File: src/rtl/tpag_pkg.sv
// Package for the tensor permute address generator.
// Holds register indexes, field widths and the control bundle shared by the setup unit
// and the top level. Depends on nothing.
package tpag_pkg;

    localparam int RANK_W        = 3;
    localparam int FIELD_W       = 3;
    localparam int ORDER_W       = 15;
    localparam int SIZE_W        = 16;
    localparam int ESZ_W         = 2;
    localparam int NUM_SIZE_REGS = 5;
    localparam int MIN_RANK      = 2;
    localparam int CFG_IDX_W     = 3;
    localparam int CFG_DATA_W    = 16;

    // Element count limit is 2^32, held exactly in a 33-bit running product.
    localparam int              CNT_W     = 33;
    localparam logic [CNT_W-1:0] COUNT_MAX = {1'b1, 32'h0000_0000};

    // Register indexes on the configuration port.
    localparam logic [CFG_IDX_W-1:0] REG_RANK  = 3'd0;
    localparam logic [CFG_IDX_W-1:0] REG_ORDER = 3'd1;
    localparam logic [CFG_IDX_W-1:0] REG_SIZE0 = 3'd2;
    localparam logic [CFG_IDX_W-1:0] REG_ELEM  = 3'd7;

    // Reset values of the configuration registers.
    localparam logic [RANK_W-1:0]  RANK_RESET  = 3'd2;
    localparam logic [ORDER_W-1:0] ORDER_RESET = 15'd8;
    localparam logic [SIZE_W-1:0]  SIZE_RESET  = 16'd1;
    localparam logic [ESZ_W-1:0]   ELEM_RESET  = 2'd0;

    typedef struct packed {
        logic              busy;
        logic              cfg_ok;
        logic [RANK_W-1:0] rank;
        logic [ESZ_W-1:0]  elem_log2;
        logic              load_src;
        logic              load_dst;
        logic [RANK_W-1:0] load_idx;
    } tpag_ctrl_t;

endpackage

File: src/rtl/tpag_setup.sv
// Configuration registers and setup sequencer of the tensor permute address generator.
// After any write it derives strides, counter limits and per-dimension offset terms with
// one shared multiplier, one dimension per cycle. Uses tpag_pkg.
module tpag_setup
    import tpag_pkg::*;
#(
    parameter int DIMS        = 5,
    parameter int MAX_RANK    = 5,
    parameter int DIM_BITS    = 16,
    parameter int OFFSET_BITS = 32
) (
    input  logic                   aclk,
    input  logic                   aresetn,
    input  logic                   cfg_we,
    input  logic [CFG_IDX_W-1:0]   cfg_index,
    input  logic [CFG_DATA_W-1:0]  cfg_wdata,
    input  logic [DIM_BITS-1:0]    cnt [DIMS],
    output logic [OFFSET_BITS-1:0] sinc [DIMS],
    output logic [OFFSET_BITS-1:0] dinc [DIMS],
    output logic [DIM_BITS-1:0]    lim [DIMS],
    output logic [OFFSET_BITS-1:0] term_val,
    output tpag_ctrl_t             ctrl
);

    localparam int IDX_W = $clog2(DIMS);
    localparam int SZ_W  = (DIM_BITS < SIZE_W) ? DIM_BITS : SIZE_W;
    localparam int AW    = (OFFSET_BITS > CNT_W) ? OFFSET_BITS : CNT_W;
    localparam int BW    = DIM_BITS;
    localparam int PW    = AW + BW;

    localparam logic [2:0] ST_IDLE  = 3'd0;
    localparam logic [2:0] ST_SSTR  = 3'd1;
    localparam logic [2:0] ST_DSTR  = 3'd2;
    localparam logic [2:0] ST_STERM = 3'd3;
    localparam logic [2:0] ST_DTERM = 3'd4;

    logic [RANK_W-1:0]      rank_reg;
    logic [ORDER_W-1:0]     order_reg;
    logic [SIZE_W-1:0]      size_reg [DIMS];
    logic [ESZ_W-1:0]       elem_reg;

    logic [2:0]             state_reg;
    logic [IDX_W-1:0]       idx_reg;
    logic [AW-1:0]          acc_reg;
    logic                   ovf_reg;
    logic                   cfg_ok_reg;
    logic [OFFSET_BITS-1:0] sstr_reg [DIMS];
    logic [OFFSET_BITS-1:0] sinc_reg [DIMS];
    logic [OFFSET_BITS-1:0] dinc_reg [DIMS];
    logic [DIM_BITS-1:0]    lim_reg [DIMS];

    logic [SZ_W-1:0]        size_eff [DIMS];
    logic [FIELD_W-1:0]     ord [DIMS];
    logic                   ord_ok [DIMS];
    logic [IDX_W-1:0]       ord_idx [DIMS];
    logic [SZ_W-1:0]        dsz [DIMS];
    logic                   struct_ok;
    logic                   in_rank;
    logic [AW-1:0]          mul_a;
    logic [BW-1:0]          mul_b;
    logic [PW-1:0]          mul_p;
    logic                   mul_ovf;

    // Decode of the order fields and the permuted destination sizes.
    always_comb begin
        for (int k = 0; k < DIMS; k++) begin
            size_eff[k] = size_reg[k][SZ_W-1:0];
            ord[k]      = order_reg[FIELD_W*k +: FIELD_W];
            ord_ok[k]   = int'(ord[k]) < DIMS;
            ord_idx[k]  = ord[k][IDX_W-1:0];
            dsz[k]      = ord_ok[k] ? size_eff[ord_idx[k]] : '0;
        end
    end

    // Rank range, permutation and nonzero size checks.
    always_comb begin
        logic [2**FIELD_W-1:0] seen;
        logic                  ok;
        seen = '0;
        ok   = (int'(rank_reg) >= MIN_RANK) && (int'(rank_reg) <= MAX_RANK)
            && (int'(rank_reg) <= NUM_SIZE_REGS);
        for (int k = 0; k < DIMS; k++) begin
            if (RANK_W'(k) < rank_reg) begin
                if ((ord[k] >= FIELD_W'(rank_reg)) || seen[ord[k]]) begin
                    ok = 1'b0;
                end
                seen[ord[k]] = 1'b1;
                if (size_eff[k] == '0) begin
                    ok = 1'b0;
                end
            end
        end
        struct_ok = ok;
    end

    assign in_rank = RANK_W'(idx_reg) < rank_reg;

    always_comb begin
        case (state_reg)
            ST_SSTR: begin
                mul_a = acc_reg;
                mul_b = BW'(size_eff[idx_reg]);
            end
            ST_DSTR: begin
                mul_a = acc_reg;
                mul_b = BW'(dsz[idx_reg]);
            end
            ST_STERM: begin
                mul_a = AW'(sstr_reg[ord_idx[idx_reg]]);
                mul_b = cnt[idx_reg];
            end
            ST_DTERM: begin
                mul_a = AW'(dinc_reg[idx_reg]);
                mul_b = cnt[idx_reg];
            end
            default: begin
                mul_a = '0;
                mul_b = '0;
            end
        endcase
    end

    assign mul_p    = PW'(mul_a) * PW'(mul_b);
    assign mul_ovf  = (|mul_p[PW-1:CNT_W]) || (mul_p[CNT_W-1:0] > COUNT_MAX);
    assign term_val = in_rank ? mul_p[OFFSET_BITS-1:0] : '0;

    always_ff @(posedge aclk) begin
        if (!aresetn) begin
            rank_reg   <= RANK_RESET;
            order_reg  <= ORDER_RESET;
            elem_reg   <= ELEM_RESET;
            for (int i = 0; i < DIMS; i++) begin
                size_reg[i] <= SIZE_RESET;
            end
            state_reg  <= ST_SSTR;
            idx_reg    <= IDX_W'(DIMS - 1);
            acc_reg    <= AW'(1);
            ovf_reg    <= 1'b0;
            cfg_ok_reg <= 1'b0;
        end else begin
            if (cfg_we) begin
                case (cfg_index)
                    REG_RANK:  rank_reg  <= cfg_wdata[RANK_W-1:0];
                    REG_ORDER: order_reg <= cfg_wdata[ORDER_W-1:0];
                    REG_ELEM:  elem_reg  <= cfg_wdata[ESZ_W-1:0];
                    default: begin
                        // Sizes beyond the supported rank are never used.
                        for (int i = 0; i < DIMS; i++) begin
                            if (cfg_index == CFG_IDX_W'(int'(REG_SIZE0) + i)) begin
                                size_reg[i] <= cfg_wdata[SIZE_W-1:0];
                            end
                        end
                    end
                endcase
                state_reg <= ST_SSTR;
                idx_reg   <= IDX_W'(DIMS - 1);
                acc_reg   <= AW'(1);
                ovf_reg   <= 1'b0;
            end else begin
                case (state_reg)
                    ST_SSTR: begin
                        // Row-major source strides, innermost first, with the exact
                        // element count kept alongside for the size check.
                        if (in_rank) begin
                            sstr_reg[idx_reg] <= OFFSET_BITS'(acc_reg);
                            if (mul_ovf) begin
                                ovf_reg <= 1'b1;
                            end
                        end
                        if (idx_reg == '0) begin
                            state_reg <= ST_DSTR;
                            idx_reg   <= IDX_W'(DIMS - 1);
                            acc_reg   <= AW'(1);
                        end else begin
                            idx_reg <= idx_reg - IDX_W'(1);
                            if (in_rank) begin
                                acc_reg <= AW'(mul_p[CNT_W-1:0]);
                            end
                        end
                    end
                    ST_DSTR: begin
                        if (in_rank) begin
                            dinc_reg[idx_reg] <= OFFSET_BITS'(acc_reg);
                            lim_reg[idx_reg]  <= DIM_BITS'(dsz[idx_reg]) - DIM_BITS'(1);
                            acc_reg <= AW'(mul_p[OFFSET_BITS-1:0]);
                        end
                        if (idx_reg == '0) begin
                            state_reg <= ST_STERM;
                            idx_reg   <= IDX_W'(DIMS - 1);
                        end else begin
                            idx_reg <= idx_reg - IDX_W'(1);
                        end
                    end
                    ST_STERM: begin
                        sinc_reg[idx_reg] <= sstr_reg[ord_idx[idx_reg]];
                        if (idx_reg == '0) begin
                            state_reg <= ST_DTERM;
                            idx_reg   <= IDX_W'(DIMS - 1);
                        end else begin
                            idx_reg <= idx_reg - IDX_W'(1);
                        end
                    end
                    ST_DTERM: begin
                        if (idx_reg == '0) begin
                            state_reg  <= ST_IDLE;
                            cfg_ok_reg <= struct_ok && !ovf_reg;
                        end else begin
                            idx_reg <= idx_reg - IDX_W'(1);
                        end
                    end
                    default: begin
                        state_reg <= ST_IDLE;
                    end
                endcase
            end
        end
    end

    assign sinc = sinc_reg;
    assign dinc = dinc_reg;
    assign lim  = lim_reg;

    always_comb begin
        ctrl           = '0;
        ctrl.busy      = state_reg != ST_IDLE;
        ctrl.cfg_ok    = cfg_ok_reg;
        ctrl.rank      = rank_reg;
        ctrl.elem_log2 = elem_reg;
        ctrl.load_src  = state_reg == ST_STERM;
        ctrl.load_dst  = state_reg == ST_DTERM;
        ctrl.load_idx  = RANK_W'(idx_reg);
    end

endmodule
File: config.mk
export PLATFORM = sky130hd
export DESIGN_NAME = tpag_setup
export DESIGN_NICKNAME = d
export VERILOG_FILES = /design/src/rtl/tpag_pkg.sv /design/src/rtl/tpag_setup.sv
export SDC_FILE = /design/constraint.sdc
export NUM_CORES = 2
export LEC_CHECK = 0
export BUFFER_PORTS_ARGS = -buffer_cell sky130_fd_sc_hd__buf_2
export CORE_ASPECT_RATIO = 0.5
export CORE_MARGIN = 4
export CORE_UTILIZATION = 55
export CTS_CLUSTER_SIZE = 12
export DETAILED_ROUTE_END_ITERATION = 8
export PLACE_DENSITY = 0.76
export SLEW_MARGIN = 20
export SYNTH_ARGS = -nofsm -noshare
export SYNTH_HDL_FRONTEND = slang
export SYNTH_SLANG_ARGS = --single-unit
File: constraint.sdc
create_clock -name aclk -period 25.1 [get_ports aclk]
set_clock_uncertainty 0.15 [all_clocks]
set_input_delay 1.255 -clock aclk [delete_from_list [all_inputs] [get_ports aclk]]
set_output_delay 1.255 -clock aclk [all_outputs]
set_load 0.005 [all_outputs]
==> impl_metrics.tcl <==
set metrics [dict create \
    groute.usage.overall_pct 39.6 \
    max_clock_freq_ghz 0.0755 \
    dieArea_sq_um 93400 \
    drt_iter0_markers 6622 \
    swShare_pct 33.2 \
    pwr_density_cell_nw_per_um2 57.2 \
    cpMaxStageDelayCell "o22ai_2" \
    async_flop_share_pct 0 \
    rsz0062_at_grt "false" \
    clk_pin_slew_ns 0.06 \
    area_delta_synth_final_pct 13.3 \
    die_h_microns 218 \
    synth-edff-count 640 \
    crit_top_cell "fa_1" \
    worstRegToRegCells 33 \
    synthCells 4408 \
    whs_path_depth 2 \
    slew_violations 0 \
    avgSynthCellArea_sq_um 11.0 \
    p_sw_mw 1.05 \
    cpPeakStageDelay_ns 0.88 \
    via_per_inst 6.65 \
    relSlewSlack_pct 15.8 \
    fin_crit_ns 13.24 \
    route.detailed.drc 0 \
    pwr-share-comb_pct 23.9 \
    ys_seq_area_share_pct 42.1 \
    period_share_pct 52.8 \
    drv_cap 0 \
    ys.warnings.count 0 \
    clock_power_share_pct 33.6 \
    tns_ns 0 \
    post_drt_wl_per_cell_microns 30.8 \
    synth.largest_area_cell "edfxtp_1" \
    ir_drop_mv 0.0565 \
    ant_nets 0 \
    cts_root_buffer "clkbuf_16" \
    final_cell_mix "edfxtp_1, nand2_1, buf_2" \
    final_common_cell "edfxtp_1" \
    cts_tree "built" \
    layout-drive-gt1-share_pct 19.2 \
    leakage_nw 22.1 \
    worstSetupEndpointType "output port" \
    yosysUniqueCellTypes 92 \
    ctsResizeCount 0 \
    worst_pin_slew_ns 1.26 \
    portBuffers 545 \
    syn-num-nets 5086 \
    seqPwrFrac_pct 42.6 \
    ys_ff_latch 701 \
    synth_flop_cell "edfxtp_1" \
    syn_area_sq_um 48600 \
    ios 546 \
    finalHoldViolations 0 \
    status "complete, no violations" \
    fp.dieW_microns 428 \
    rows 76 \
    hold_slack_ns 0.331 \
    core_area_sq_um 86800 \
    hp-class "reg -> reg" \
    nNetsFinal 5542 \
    yosysTopAreaCellShare_pct 39.6 \
    crit_fanout 56 \
    final-setup-viol-count 0 \
    initial_core_util_pct 56.0 \
    netlist_top_cells_area "edfxtp_1, fa_1, nand2_1, ha_1, inv_1" \
    clockBufferDepth 3 \
    layoutNonFillerInstCount 6082 \
    place_congestion 1.09 \
    grt-ovfl-total 0 \
    worst_setup_path_start_kind "flop" \
    dpl.cell_count 5960 \
    grt_max_degree 66 \
    internal_power_mw 2.10 \
    crit_arrival_ns 11.84 \
    cts_setup_buffers 0 \
    insertion_delay_ns 0.69 \
    grt_pass1_wl_mm 271 \
    wl_mm 187 \
    dp_hpwl_mm 136 \
    htree_levels 3 \
    cts_made_buffers 71 \
    cts_sinks 701 \
    crit_type "reg -> out" \
    dr_total_vias 40500 \
    cp.required_ns 23.69 \
    firstDrtPassIters 9 \
    antenna_found_initial 7 \
    grt_pass1_vias 39800 \
    hold_buffers 0 \
]
==> area by class of cell <==
| type | count | area [sq um] |
|---|---|---|
| diodes | 3 | 7.51 |
| clock buffers | 101 | 1910 |
| clock inverters | 17 | 323 |
| fillers | 6649 | 31800 |
| inverters | 452 | 1700 |
| multi-input cells | 2987 | 25600 |
| flip-flops and latches | 701 | 20500 |
| well taps | 1170 | 1460 |
| repair buffers | 651 | 3540 |
==> stage by stage <==
step / util [%] / worst slack [ns] / power, mW / area, sq um
6_report: 63.4 / 11.86 / 3.15 / 55000
5_1_grt: 63.4 / 11.57 / 3.24 / 55000
4_1_cts: 63.3 / 12.16 / 3.11 / 55000
3_5_place_dp: 60.7 / 12.91 / 2.07 / 52700
3_3_place_gp: 60.7 / 13.00 / 2.06 / 52700
2_1_floorplan: - / 16.03 / 1.77 / 48600
==> power by group through the flow <==
stage	Clock (mW)	Combinational (mW)	Sequential, mW
2_1_floorplan	0	0.434	1.34
3_3_place_gp	0	0.703	1.36
3_5_place_dp	0	0.709	1.36
5_1_grt	1.11	0.784	1.34
6_report	1.06	0.751	1.34
4_1_cts	1.06	0.715	1.34
==> metal layers <==
metal | GRT usage [%] | vias up | routed length [microns]
met3 | 18.4 | 506 | 32000
li1 | - | 16300 | -
met4 | 14.5 | 12 | 7450
met2 | 55.3 | 3512 | 77300
met5 | 0.615 | - | 149
met1 | 54.2 | 20100 | 70300
==> critical path: cells and delay by family, from the launching register on <==
family          cells  cell delay [ns]
mux                 1             0.41
fa+ha+maj           7             3.37
xor+xnor            1             0.47
simple gates        7             1.24
flops               1             0.45
compound gates      6             2.70
buf+inv             9             2.38
==> cells by family after synthesis <==
group                    Yosys count  share of synthesized area (%)
AO/OA/AOI/OAI                    819                           11.7
XOR/XNOR                          53                          0.956
adder cells (fa/ha/maj)          576                           21.5
buffers and inverters            720                           5.95
flip-flops                       701                           42.1
multiplexers                     214                           5.83
AND/OR/NAND/NOR                 1325                           12.0
==> cells in the mapped netlist (66+ instances only) <==
| library cell | number |
|---|---|
| a21oi_1 | 137 |
| a22oi_1 | 136 |
| and2_1 | 66 |
| buf_2 | 91 |
| clkbuf_1 | 143 |
| edfxtp_1 | 640 |
| fa_1 | 432 |
| ha_1 | 144 |
| inv_1 | 445 |
| mux2i_1 | 131 |
| nand2_1 | 629 |
| nor2_1 | 347 |
| o21ai_0 | 132 |
==> path summary, 6_finish.rpt <==
kind	from	end	slack, ns
hold reg to reg	order_reg[2]$_SDFFE_PN0P_	order_reg[2]$_SDFFE_PN0P_	0.33
setup reg to reg	idx_reg[2]$_SDFFE_PP1P_	ovf_reg$_SDFFE_PP0P_	12.62
setup / recovery	idx_reg[2]$_SDFFE_PP1P_	term_val[31]	11.86
hold / removal	order_reg[2]$_SDFFE_PN0P_	order_reg[2]$_SDFFE_PN0P_	0.33
Power figures use the tool's default switching activity.
